### config.mk
export PLATFORM = sky130hd
export DESIGN_NAME = pseudocolor_heat_map_flat
export DESIGN_NICKNAME = d
export VERILOG_FILES = /design/src/rtl/phm_pkg.sv /design/src/rtl/phm_intf.sv /design/src/rtl/pseudocolor_heat_map.sv /design/src/rtl/phm_front.sv /design/src/rtl/phm_div_cell.sv /design/src/rtl/phm_color.sv /design/src/flat_wrapper.sv
export SDC_FILE = /design/constraint.sdc
export NUM_CORES = 1
export LEC_CHECK = 0
export ABC_AREA = 1
export BUFFER_PORTS_ARGS = -buffer_cell sky130_fd_sc_hd__buf_2
export CORE_ASPECT_RATIO = 2
export CORE_MARGIN = 1
export CORE_UTILIZATION = 40
export CTS_CLUSTER_DIAMETER = 150
export DETAILED_ROUTE_END_ITERATION = 10
export PLACE_DENSITY = 0.53
export REMOVE_ABC_BUFFERS = 1
export SETUP_SLACK_MARGIN = 0.5
export SLEW_MARGIN = 25
export SYNTH_ARGS = -nofsm -noshare
export SYNTH_HDL_FRONTEND = slang
export SYNTH_SLANG_ARGS = --single-unit
### constraint.sdc
create_clock -name clock -period 6.9 [get_ports clock]
set_input_delay 0.69 -clock clock [delete_from_list [all_inputs] [get_ports clock]]
set_output_delay 0.69 -clock clock [all_outputs]
set_load 0.005 [all_outputs]
### src/rtl/phm_pkg.sv
// Shared types and constants of the pseudocolor heat map pixel mapper.
// No dependencies; every other file of the block imports this package.
package phm_pkg;

   // default sample width and fixed scale of the color ramp
   localparam int SAMPLE_BITS_DEF = 16;
   localparam int SCALE_TOP       = 765;
   localparam int THIRD           = 255;
   localparam int TWO_THIRDS      = 510;
   localparam int QUOT_BITS       = 10;   // scale position 0..765 fits in 10 bits

   // floor(s/3) for s <= 765 as (s * 683) >> 11
   localparam int GREY_RECIP      = 683;
   localparam int GREY_SHIFT      = 11;
   localparam int GREY_PROD_W     = 20;

   // register indexes of the configuration port
   localparam logic [1:0] REG_COLORMAP = 2'd0;
   localparam logic [1:0] REG_BLACK    = 2'd1;
   localparam logic [1:0] REG_WHITE    = 2'd2;

   // color map codes; the unused code falls back to grey
   localparam logic [1:0] MAP_BLACKBODY = 2'd0;
   localparam logic [1:0] MAP_RAINBOW   = 2'd1;
   localparam logic [1:0] MAP_GREY      = 2'd2;

   typedef enum logic [1:0] {
      STATUS_OK,
      STATUS_LOW,
      STATUS_HIGH,
      STATUS_INVALID
   } status_type;

   // side information that rides along with each item through the chain
   typedef struct packed {
      status_type status;
      logic       frame_done;
   } ctl_type;

endpackage

### src/rtl/phm_intf.sv
// Channel interfaces of the pseudocolor heat map: sample input, pixel output
// and configuration writes. Depends on phm_pkg.
interface phm_req_if import phm_pkg::*; #(
   parameter int SAMPLE_BITS = SAMPLE_BITS_DEF
) ();
   logic                          valid;
   logic                          ready;
   logic signed [SAMPLE_BITS-1:0] sample;
   logic                          frame_end;

   modport source (output valid, output sample, output frame_end, input ready);
   modport sink   (input valid, input sample, input frame_end, output ready);
endinterface

interface phm_rsp_if import phm_pkg::*; ();
   logic       valid;
   logic       ready;
   logic [7:0] red;
   logic [7:0] green;
   logic [7:0] blue;
   status_type status;
   logic       frame_done;

   modport source (output valid, output red, output green, output blue,
                   output status, output frame_done, input ready);
   modport sink   (input valid, input red, input green, input blue,
                   input status, input frame_done, output ready);
endinterface

interface phm_csr_if import phm_pkg::*; #(
   parameter int SAMPLE_BITS = SAMPLE_BITS_DEF
) ();
   logic                   valid;
   logic                   ready;
   logic [1:0]             index;
   logic [SAMPLE_BITS-1:0] data;

   modport source (output valid, output index, output data, input ready);
   modport sink   (input valid, input index, input data, output ready);
endinterface

### src/rtl/pseudocolor_heat_map.sv
// Top level of the pseudocolor heat map pixel mapper: configuration registers,
// front cells, divider cell chain and color cell. Depends on phm_pkg, phm_intf
// and the phm_* modules.
//
// Maps each signed sample to an RGB pixel plus status and frame marker. One
// item is accepted every clock cycle while the output does not stall; each
// item passes in order through two front cells (level compare, scaling by
// 765), ten divider cells that each settle one bit of the scale position,
// and the color cell that also serves as output register. Every cell has its
// own valid bit and stalls only when the cell after it is full, so a stalled
// output fills the bubbles behind it before input ready drops. There is no
// clearing pass after reset. Write the levels and the color map only while
// no item is in flight; the configuration port is always ready.
module pseudocolor_heat_map import phm_pkg::*; #(
   parameter int SAMPLE_BITS = SAMPLE_BITS_DEF
) (
   input logic           clock,
   input logic           reset,
   phm_req_if.sink       req_if,
   phm_rsp_if.source     rsp_if,
   phm_csr_if.sink       csr_if
);

   localparam int NUM_W = SAMPLE_BITS + QUOT_BITS;
   localparam logic [SAMPLE_BITS-1:0] WHITE_RESET = (SAMPLE_BITS > 16)
      ? SAMPLE_BITS'(32767) : SAMPLE_BITS'((2 ** (SAMPLE_BITS - 1)) - 1);

   logic [1:0]                    colormap_ff;
   logic signed [SAMPLE_BITS-1:0] black_ff;
   logic signed [SAMPLE_BITS-1:0] white_ff;

   logic                   chain_valid [QUOT_BITS+1];
   logic                   chain_ready [QUOT_BITS+1];
   logic [NUM_W-1:0]       chain_rem   [QUOT_BITS+1];
   logic [SAMPLE_BITS-1:0] chain_den   [QUOT_BITS+1];
   logic [QUOT_BITS-1:0]   chain_quot  [QUOT_BITS+1];
   ctl_type                chain_ctl   [QUOT_BITS+1];
   ctl_type                rsp_ctl;

   // configuration registers
   assign csr_if.ready = 1'b1;

   always_ff @(posedge clock) begin
      if (reset) begin
         colormap_ff <= MAP_BLACKBODY;
         black_ff    <= '0;
         white_ff    <= WHITE_RESET;
      end else if (csr_if.valid) begin
         unique case (csr_if.index)
            REG_COLORMAP: colormap_ff <= csr_if.data[1:0];
            REG_BLACK:    black_ff    <= csr_if.data;
            REG_WHITE:    white_ff    <= csr_if.data;
            default:      ;
         endcase
      end
   end

   // front cells
   phm_front #(.SAMPLE_BITS(SAMPLE_BITS)) u_front (
      .clock        (clock),
      .reset        (reset),
      .in_valid     (req_if.valid),
      .in_ready     (req_if.ready),
      .in_sample    (req_if.sample),
      .in_frame_end (req_if.frame_end),
      .black_level  (black_ff),
      .white_level  (white_ff),
      .out_valid    (chain_valid[0]),
      .out_ready    (chain_ready[0]),
      .out_rem      (chain_rem[0]),
      .out_den      (chain_den[0]),
      .out_ctl      (chain_ctl[0])
   );

   assign chain_quot[0] = '0;

   // divider chain, most significant quotient bit first
   for (genvar k = 0; k < QUOT_BITS; k++) begin : g_div
      phm_div_cell #(
         .SAMPLE_BITS (SAMPLE_BITS),
         .BIT         (QUOT_BITS - 1 - k)
      ) u_cell (
         .clock     (clock),
         .reset     (reset),
         .in_valid  (chain_valid[k]),
         .in_ready  (chain_ready[k]),
         .in_rem    (chain_rem[k]),
         .in_den    (chain_den[k]),
         .in_quot   (chain_quot[k]),
         .in_ctl    (chain_ctl[k]),
         .out_valid (chain_valid[k+1]),
         .out_ready (chain_ready[k+1]),
         .out_rem   (chain_rem[k+1]),
         .out_den   (chain_den[k+1]),
         .out_quot  (chain_quot[k+1]),
         .out_ctl   (chain_ctl[k+1])
      );
   end

   // color cell and output register
   phm_color u_color (
      .clock     (clock),
      .reset     (reset),
      .in_valid  (chain_valid[QUOT_BITS]),
      .in_ready  (chain_ready[QUOT_BITS]),
      .in_quot   (chain_quot[QUOT_BITS]),
      .in_ctl    (chain_ctl[QUOT_BITS]),
      .colormap  (colormap_ff),
      .out_valid (rsp_if.valid),
      .out_ready (rsp_if.ready),
      .out_red   (rsp_if.red),
      .out_green (rsp_if.green),
      .out_blue  (rsp_if.blue),
      .out_ctl   (rsp_ctl)
   );

   assign rsp_if.status     = rsp_ctl.status;
   assign rsp_if.frame_done = rsp_ctl.frame_done;

endmodule

### src/rtl/phm_front.sv
// Front cells: level compare, offset and scaling of the sample by 765.
// Two registered stages; depends on phm_pkg.
module phm_front import phm_pkg::*; #(
   parameter int SAMPLE_BITS = SAMPLE_BITS_DEF,
   localparam int NUM_W      = SAMPLE_BITS + QUOT_BITS
) (
   input  logic                          clock,
   input  logic                          reset,
   input  logic                          in_valid,
   output logic                          in_ready,
   input  logic signed [SAMPLE_BITS-1:0] in_sample,
   input  logic                          in_frame_end,
   input  logic signed [SAMPLE_BITS-1:0] black_level,
   input  logic signed [SAMPLE_BITS-1:0] white_level,
   output logic                          out_valid,
   input  logic                          out_ready,
   output logic [NUM_W-1:0]              out_rem,
   output logic [SAMPLE_BITS-1:0]        out_den,
   output ctl_type                       out_ctl
);

   logic                        s1_valid_ff, s1_valid_in, s1_ready;
   logic [SAMPLE_BITS-1:0]      s1_diff_ff, s1_diff_in;
   logic [SAMPLE_BITS-1:0]      s1_den_ff, s1_den_in;
   ctl_type                     s1_ctl_ff, s1_ctl_in;
   logic                        s2_valid_ff, s2_valid_in, s2_ready;
   logic [NUM_W-1:0]            s2_num_ff, s2_num_in;
   logic [SAMPLE_BITS-1:0]      s2_den_ff;
   ctl_type                     s2_ctl_ff;
   logic signed [SAMPLE_BITS:0] diff_wide, den_wide;

   // stage 1: classify the sample against the levels
   always_comb begin
      diff_wide = {in_sample[SAMPLE_BITS-1], in_sample}
                - {black_level[SAMPLE_BITS-1], black_level};
      den_wide  = {white_level[SAMPLE_BITS-1], white_level}
                - {black_level[SAMPLE_BITS-1], black_level};
      s1_ctl_in.frame_done = in_frame_end;
      s1_diff_in           = '0;
      s1_den_in            = den_wide[SAMPLE_BITS-1:0];
      if (white_level <= black_level) begin
         s1_ctl_in.status = STATUS_INVALID;
      end else if (in_sample < black_level) begin
         s1_ctl_in.status = STATUS_LOW;
      end else if (in_sample > white_level) begin
         s1_ctl_in.status = STATUS_HIGH;
      end else begin
         s1_ctl_in.status = STATUS_OK;
         s1_diff_in       = diff_wide[SAMPLE_BITS-1:0];
      end
   end

   // stage 2: numerator (sample - black) * 765
   assign s2_num_in = NUM_W'(s1_diff_ff) * NUM_W'(SCALE_TOP);

   // handoff between the two stages
   assign s2_ready    = !s2_valid_ff || out_ready;
   assign s1_ready    = !s1_valid_ff || s2_ready;
   assign in_ready    = s1_ready;
   assign s1_valid_in = s1_ready ? in_valid : s1_valid_ff;
   assign s2_valid_in = s2_ready ? s1_valid_ff : s2_valid_ff;

   always_ff @(posedge clock) begin
      if (reset) begin
         s1_valid_ff <= 1'b0;
         s2_valid_ff <= 1'b0;
      end else begin
         s1_valid_ff <= s1_valid_in;
         s2_valid_ff <= s2_valid_in;
      end
   end

   always_ff @(posedge clock) begin
      if (s1_ready && in_valid) begin
         s1_diff_ff <= s1_diff_in;
         s1_den_ff  <= s1_den_in;
         s1_ctl_ff  <= s1_ctl_in;
      end
      if (s2_ready && s1_valid_ff) begin
         s2_num_ff <= s2_num_in;
         s2_den_ff <= s1_den_ff;
         s2_ctl_ff <= s1_ctl_ff;
      end
   end

   assign out_valid = s2_valid_ff;
   assign out_rem   = s2_num_ff;
   assign out_den   = s2_den_ff;
   assign out_ctl   = s2_ctl_ff;

endmodule

### src/rtl/phm_div_cell.sv
// One cell of the divider chain: resolves one quotient bit by a trial
// subtract of the shifted divisor. Depends on phm_pkg.
module phm_div_cell import phm_pkg::*; #(
   parameter int SAMPLE_BITS = SAMPLE_BITS_DEF,
   parameter int BIT         = 0,
   localparam int NUM_W      = SAMPLE_BITS + QUOT_BITS
) (
   input  logic                   clock,
   input  logic                   reset,
   input  logic                   in_valid,
   output logic                   in_ready,
   input  logic [NUM_W-1:0]       in_rem,
   input  logic [SAMPLE_BITS-1:0] in_den,
   input  logic [QUOT_BITS-1:0]   in_quot,
   input  ctl_type                in_ctl,
   output logic                   out_valid,
   input  logic                   out_ready,
   output logic [NUM_W-1:0]       out_rem,
   output logic [SAMPLE_BITS-1:0] out_den,
   output logic [QUOT_BITS-1:0]   out_quot,
   output ctl_type                out_ctl
);

   logic                   valid_ff, valid_in;
   logic [NUM_W-1:0]       rem_ff, rem_in;
   logic [SAMPLE_BITS-1:0] den_ff;
   logic [QUOT_BITS-1:0]   quot_ff, quot_in;
   ctl_type                ctl_ff;
   logic [NUM_W-1:0]       trial;
   logic                   take;

   // trial subtract of den * 2^BIT
   always_comb begin
      trial        = NUM_W'(in_den) << BIT;
      take         = in_rem >= trial;
      rem_in       = take ? in_rem - trial : in_rem;
      quot_in      = in_quot;
      quot_in[BIT] = take;
   end

   assign in_ready = !valid_ff || out_ready;
   assign valid_in = in_ready ? in_valid : valid_ff;

   always_ff @(posedge clock) begin
      if (reset) begin
         valid_ff <= 1'b0;
      end else begin
         valid_ff <= valid_in;
      end
   end

   always_ff @(posedge clock) begin
      if (in_ready && in_valid) begin
         rem_ff  <= rem_in;
         den_ff  <= in_den;
         quot_ff <= quot_in;
         ctl_ff  <= in_ctl;
      end
   end

   assign out_valid = valid_ff;
   assign out_rem   = rem_ff;
   assign out_den   = den_ff;
   assign out_quot  = quot_ff;
   assign out_ctl   = ctl_ff;

endmodule

### src/rtl/phm_color.sv
// Last cell: turns the scale position into red, green and blue through the
// selected color map and holds the pixel for the output. Depends on phm_pkg.
module phm_color import phm_pkg::*; (
   input  logic                 clock,
   input  logic                 reset,
   input  logic                 in_valid,
   output logic                 in_ready,
   input  logic [QUOT_BITS-1:0] in_quot,
   input  ctl_type              in_ctl,
   input  logic [1:0]           colormap,
   output logic                 out_valid,
   input  logic                 out_ready,
   output logic [7:0]           out_red,
   output logic [7:0]           out_green,
   output logic [7:0]           out_blue,
   output ctl_type              out_ctl
);

   logic                   valid_ff, valid_in;
   logic [7:0]             red_ff, red_in, green_ff, green_in, blue_ff, blue_in;
   ctl_type                ctl_ff;
   logic [QUOT_BITS-1:0]   pos;
   logic [GREY_PROD_W-1:0] grey_prod;
   logic [7:0]             grey;
   logic [7:0]             rise;   // position within the current third
   logic [QUOT_BITS-1:0]   fall_wide;

   // scale position after clamping
   always_comb begin
      case (in_ctl.status)
         STATUS_LOW:  pos = '0;
         STATUS_HIGH: pos = QUOT_BITS'(SCALE_TOP);
         default:     pos = in_quot;
      endcase
   end

   // color maps
   always_comb begin
      grey_prod = GREY_PROD_W'(pos) * GREY_PROD_W'(GREY_RECIP);
      grey      = grey_prod[GREY_SHIFT +: 8];
      if (pos < QUOT_BITS'(THIRD)) begin
         rise = pos[7:0];
      end else if (pos < QUOT_BITS'(TWO_THIRDS)) begin
         rise = 8'(pos - QUOT_BITS'(THIRD));
      end else begin
         rise = 8'(pos - QUOT_BITS'(TWO_THIRDS));
      end
      fall_wide = 10'(~rise);   // 255 - rise
      red_in    = '0;
      green_in  = '0;
      blue_in   = '0;
      if (in_ctl.status != STATUS_INVALID) begin
         case (colormap)
            MAP_BLACKBODY: begin
               if (pos < QUOT_BITS'(THIRD)) begin
                  red_in = rise;
               end else if (pos < QUOT_BITS'(TWO_THIRDS)) begin
                  red_in   = 8'd255;
                  green_in = rise;
               end else begin
                  red_in   = 8'd255;
                  green_in = 8'd255;
                  blue_in  = rise;
               end
            end
            MAP_RAINBOW: begin
               if (pos < QUOT_BITS'(THIRD)) begin
                  green_in = rise;
                  blue_in  = 8'd255;
               end else if (pos < QUOT_BITS'(TWO_THIRDS)) begin
                  red_in   = rise;
                  green_in = 8'd255;
                  blue_in  = fall_wide[7:0];
               end else begin
                  red_in   = 8'd255;
                  green_in = fall_wide[7:0];
               end
            end
            default: begin
               red_in   = grey;
               green_in = grey;
               blue_in  = grey;
            end
         endcase
      end
   end

   // output register
   assign in_ready = !valid_ff || out_ready;
   assign valid_in = in_ready ? in_valid : valid_ff;

   always_ff @(posedge clock) begin
      if (reset) begin
         valid_ff <= 1'b0;
      end else begin
         valid_ff <= valid_in;
      end
   end

   always_ff @(posedge clock) begin
      if (in_ready && in_valid) begin
         red_ff   <= red_in;
         green_ff <= green_in;
         blue_ff  <= blue_in;
         ctl_ff   <= in_ctl;
      end
   end

   assign out_valid = valid_ff;
   assign out_red   = red_ff;
   assign out_green = green_ff;
   assign out_blue  = blue_ff;
   assign out_ctl   = ctl_ff;

endmodule

### src/flat_wrapper.sv
// flat-port wrapper written by rule: the top's interface ports become plain ports
module pseudocolor_heat_map_flat import phm_pkg::*;
#(
   parameter int SAMPLE_BITS = SAMPLE_BITS_DEF
)
  (clock, reset, req_if_valid, req_if_sample, req_if_frame_end, req_if_ready, rsp_if_valid, rsp_if_red, rsp_if_green, rsp_if_blue, rsp_if_status, rsp_if_frame_done, rsp_if_ready, csr_if_valid, csr_if_index, csr_if_data, csr_if_ready);
  phm_req_if #(.SAMPLE_BITS(SAMPLE_BITS)) req_if_i ();
  phm_rsp_if rsp_if_i ();
  phm_csr_if #(.SAMPLE_BITS(SAMPLE_BITS)) csr_if_i ();
  input logic clock;
  input logic reset;
  input wire logic [$bits(req_if_i.valid)-1:0] req_if_valid;
  input wire logic [$bits(req_if_i.sample)-1:0] req_if_sample;
  input wire logic [$bits(req_if_i.frame_end)-1:0] req_if_frame_end;
  output wire logic [$bits(req_if_i.ready)-1:0] req_if_ready;
  output wire logic [$bits(rsp_if_i.valid)-1:0] rsp_if_valid;
  output wire logic [$bits(rsp_if_i.red)-1:0] rsp_if_red;
  output wire logic [$bits(rsp_if_i.green)-1:0] rsp_if_green;
  output wire logic [$bits(rsp_if_i.blue)-1:0] rsp_if_blue;
  output wire logic [$bits(rsp_if_i.status)-1:0] rsp_if_status;
  output wire logic [$bits(rsp_if_i.frame_done)-1:0] rsp_if_frame_done;
  input wire logic [$bits(rsp_if_i.ready)-1:0] rsp_if_ready;
  input wire logic [$bits(csr_if_i.valid)-1:0] csr_if_valid;
  input wire logic [$bits(csr_if_i.index)-1:0] csr_if_index;
  input wire logic [$bits(csr_if_i.data)-1:0] csr_if_data;
  output wire logic [$bits(csr_if_i.ready)-1:0] csr_if_ready;
  assign req_if_i.valid = req_if_valid;
  assign req_if_i.sample = req_if_sample;
  assign req_if_i.frame_end = req_if_frame_end;
  assign req_if_ready = req_if_i.ready;
  assign rsp_if_valid = rsp_if_i.valid;
  assign rsp_if_red = rsp_if_i.red;
  assign rsp_if_green = rsp_if_i.green;
  assign rsp_if_blue = rsp_if_i.blue;
  assign rsp_if_status = rsp_if_i.status;
  assign rsp_if_frame_done = rsp_if_i.frame_done;
  assign rsp_if_i.ready = rsp_if_ready;
  assign csr_if_i.valid = csr_if_valid;
  assign csr_if_i.index = csr_if_index;
  assign csr_if_i.data = csr_if_data;
  assign csr_if_ready = csr_if_i.ready;
  pseudocolor_heat_map #(.SAMPLE_BITS(SAMPLE_BITS)) u_core (.clock(clock), .reset(reset), .req_if(req_if_i), .rsp_if(rsp_if_i), .csr_if(csr_if_i));
endmodule
==> impl_metrics.ini <==
[sta]
rsz0062_at_grt = false
min_period_over_period = 0.857
period_minus_slack_ps = 5920
relSlewSlack = 0.197
finalHoldViolCount = 0
setup_viol = 0
fmax_mhz = 169
worst_pin_slew_ps = 1190
finalSetupTns_ps = 0
fin_skew_ps = 47.4
maxSlewViolCount = 0

[grt]
use_met3 = 0.0239
grt_use_total = 0.244
use_met2 = 0.538
grt_max_degree = 55
grt_pass1_vias = 32700
top_usage_layer = met2
grt_antenna_before_repair = 3
grt_pass1_wl_um = 183000
overflow = 0
grtUsageMet1 = 0.159

[min_path]
whs_endpoint = u_core.u_front.s1_ctl_ff[0]$_DFFE_PP_
min_from = req_if_frame_end
holdPathStages = 1
min-delay-path-class = in -> reg

[synth]
ys.flop_type = edfxtp_1
ys_ff_latch = 617
ys_types = 55
yosys.area.top_type = edfxtp_1
netlist_instances = 4464
async_flop_share = 0
synth_edf_count = 570
yosys_warnings = 0
syn_avg_cell_area_um2 = 9.03
synth_top_area_share = 0.424
synth_seq_area_share = 0.448
synth_commonest_cells = nand2_1, inv_1, edfxtp_1
yosys-top-cells-area = edfxtp_1, ha_1, nand2_1
syn-cell-area_um2 = 40300
synth.most_common_cell = nand2_1

[critical_path]
worstSetupPathType = reg -> reg
reg2reg_from = u_core.g_div[9].u_cell.out_ctl[2]$_DFFE_PP_
crit_required_ps = 7320
regToRegEndpoint = u_core.u_color.out_green[1]$_SDFFCE_PN0P_
cp_max_fo = 12
crit_path_start_kind = flop
ff2ff_path_depth = 22
cp.arrival_ps = 6340
end_kind = flop
regToRegSetupSlack_ps = 980

[clock_tree]
clk_path_buf_depth = 3
clock_sinks = 617
clock-root-buffer = clkbuf_16
clkTransAtPathRegs_ps = 70
cts_buffers = 60
post_cts.repair.setup_buffers = 0
cts_tree = done
clk_latency_ps = 670
cts_hold_buffers = 0
cts_resized = 0
htree_num_levels = 2

[drt]
num_vias = 30300
wl_per_cell_um = 20.5
drt_wl_total_um = 122000
viasPerCell = 5.11
ant_nets = 0
drt_pre_antenna_iters = 6
drc = 0
drtIter0Drc = 1180

[final_layout]
final_cells = 5939
nets = 5062
utilization = 0.443
seq_area_um2 = 18100
filler_cell_count = 9978
drive_gt1_frac = 0.0583
syn_to_final_growth_pct = 9.78
multi_input_area_um2 = 19300
antennaDiodeCount = 0

[flow_run]
max_cap_violations = 0

[run_status]
status = finished clean

[placement]
gp_congestion = 0.976
hpwl_um = 103000
place_inst = 5828
io_buffers = 68

[die]
boundaryPins = 70
fp.dieH_um = 451
start_util = 0.404
die_x_um = 227
core-area_um2 = 99900
dieArea_um2 = 102000
num_rows = 164

[power]
ir_drop_mv = 0.343
powerDensity_nw_per_um2 = 288
p_leak_nw = 19.3
==> area by class of cell <==
type / instances / area share
Clock buffer: 71 / 0.0360
Clock inverter: 40 / 0.0100
Inverter: 718 / 0.0609
Sequential cell: 617 / 0.408
Timing Repair Buffer: 88 / 0.0111
Multi-Input combinational cell: 3077 / 0.437
Tap cell: 1328 / 0.0375
==> metal layers <==
| layer | share of wire | vias to the layer above |
|---|---|---|
| met5 | 0.00011 | - |
| met4 | 0.10 | 2 |
| met3 | 0.020 | 398 |
| met2 | 0.62 | 596 |
| met1 | 0.25 | 14300 |
| li1 | - | 15100 |
==> worst max-delay path: stages (launching register included) <==
cell and delay, ps:
edfxtp_1 430, ha_1 510, inv_1 110, nand2_1 290, nand2_1 260, inv_1 260, ha_1 290, inv_1 90
fa_1 480, fa_1 520, inv_1 50, fa_1 450, ha_1 320, ha_1 400, nand2_1 160, o21ai_0 320
inv_1 100, nand2_1 80, nand2_1 40, nand3_1 220, nand3_1 120, nand2_1 70, inv_1 60
==> per-stage QoR <==
stage	setup slack, ps	area (um2)	power, W	hold WS (ps)
finish	983	44300	0.0127	243
global route	558	44300	0.0136	206
CTS	965	44300	0.0128	202
detailed placement	984	42200	0.00937	405
global placement	1080	42200	0.00933	400
floorplan	1730	40000	0.00796	400
==> how the worst max path moves through the flow <==
| stage | start | endpoint | cells past startpoint |
|---|---|---|---|
| floorplan | u_core.g_div[9].u_cell.out_ctl[2]$_DFFE_PP_ | u_core.u_color.out_blue[4]$_SDFFCE_PN0P_ | 23 |
| global placement | u_core.g_div[9].u_cell.out_ctl[2]$_DFFE_PP_ | u_core.u_color.out_red[1]$_SDFFCE_PN0P_ | 22 |
| detailed placement | u_core.g_div[9].u_cell.out_ctl[2]$_DFFE_PP_ | u_core.u_color.out_green[1]$_SDFFCE_PN0P_ | 22 |
| CTS | u_core.g_div[9].u_cell.out_ctl[2]$_DFFE_PP_ | u_core.u_color.out_green[1]$_SDFFCE_PN0P_ | 22 |
| global route | u_core.g_div[9].u_cell.out_ctl[2]$_DFFE_PP_ | u_core.u_color.out_blue[4]$_SDFFCE_PN0P_ | 23 |
| finish | u_core.g_div[9].u_cell.out_ctl[2]$_DFFE_PP_ | u_core.u_color.out_green[1]$_SDFFCE_PN0P_ | 22 |
==> flip-flops by register name, summed over array words and instances, names as in the netlist, 2 cells and up <==
signal,count
u_core.black_ff,16
u_core.u_color.out_blue,8
u_core.u_front.out_ctl,3
u_core.g_div.u_cell.out_ctl,30
u_core.g_div.u_cell.out_quot,55
u_core.u_front.s1_ctl_ff,3
u_core.g_div.u_cell.out_den,144
u_core.g_div.u_cell.out_rem,234
u_core.u_front.out_den,16
u_core.white_ff,16
u_core.u_front.s1_diff_ff,16
u_core.u_front.out_rem,26
u_core.g_div.u_cell.out_valid,10
u_core.colormap_ff,2
u_core.u_color.out_red,8
u_core.u_color.out_ctl,3
u_core.u_front.s1_den_ff,16
u_core.u_color.out_green,8
==> placed cells by master, fill, tap and decap left out, types with 22 or more instances in the layout <==
cell type,instances
a21oi_1,283
xor2_1,86
edfxtp_1,570
nand2_1,981
ha_1,349
dfxtp_1,47
a21o_1,23
nand4_1,47
buf_2,68
clkbuf_16,60
xnor2_1,86
nand3_1,250
inv_1,707
o21ai_0,207
nor2_1,373
fa_1,111
nand3b_1,22
o21ai_1,25
nor3_1,49
==> cells by family after synthesis <==
group,after synthesis,share of synthesized area
flip-flops,617,0.448
AO/OA/AOI/OAI,644,0.0885
buffers and inverters,770,0.0746
other,1,0.0000930
XOR/XNOR,173,0.0378
adder cells (fa/ha/maj),460,0.163
AND/OR/NAND/NOR,1799,0.188
==> power breakdown <==
part | switching [W] | internal [W]
sequential | 0.000139 | 0.00444
clock | 0.00154 | 0.00190
combinational | 0.00306 | 0.00165
No activity file was read; power rests on OpenSTA's default activity.
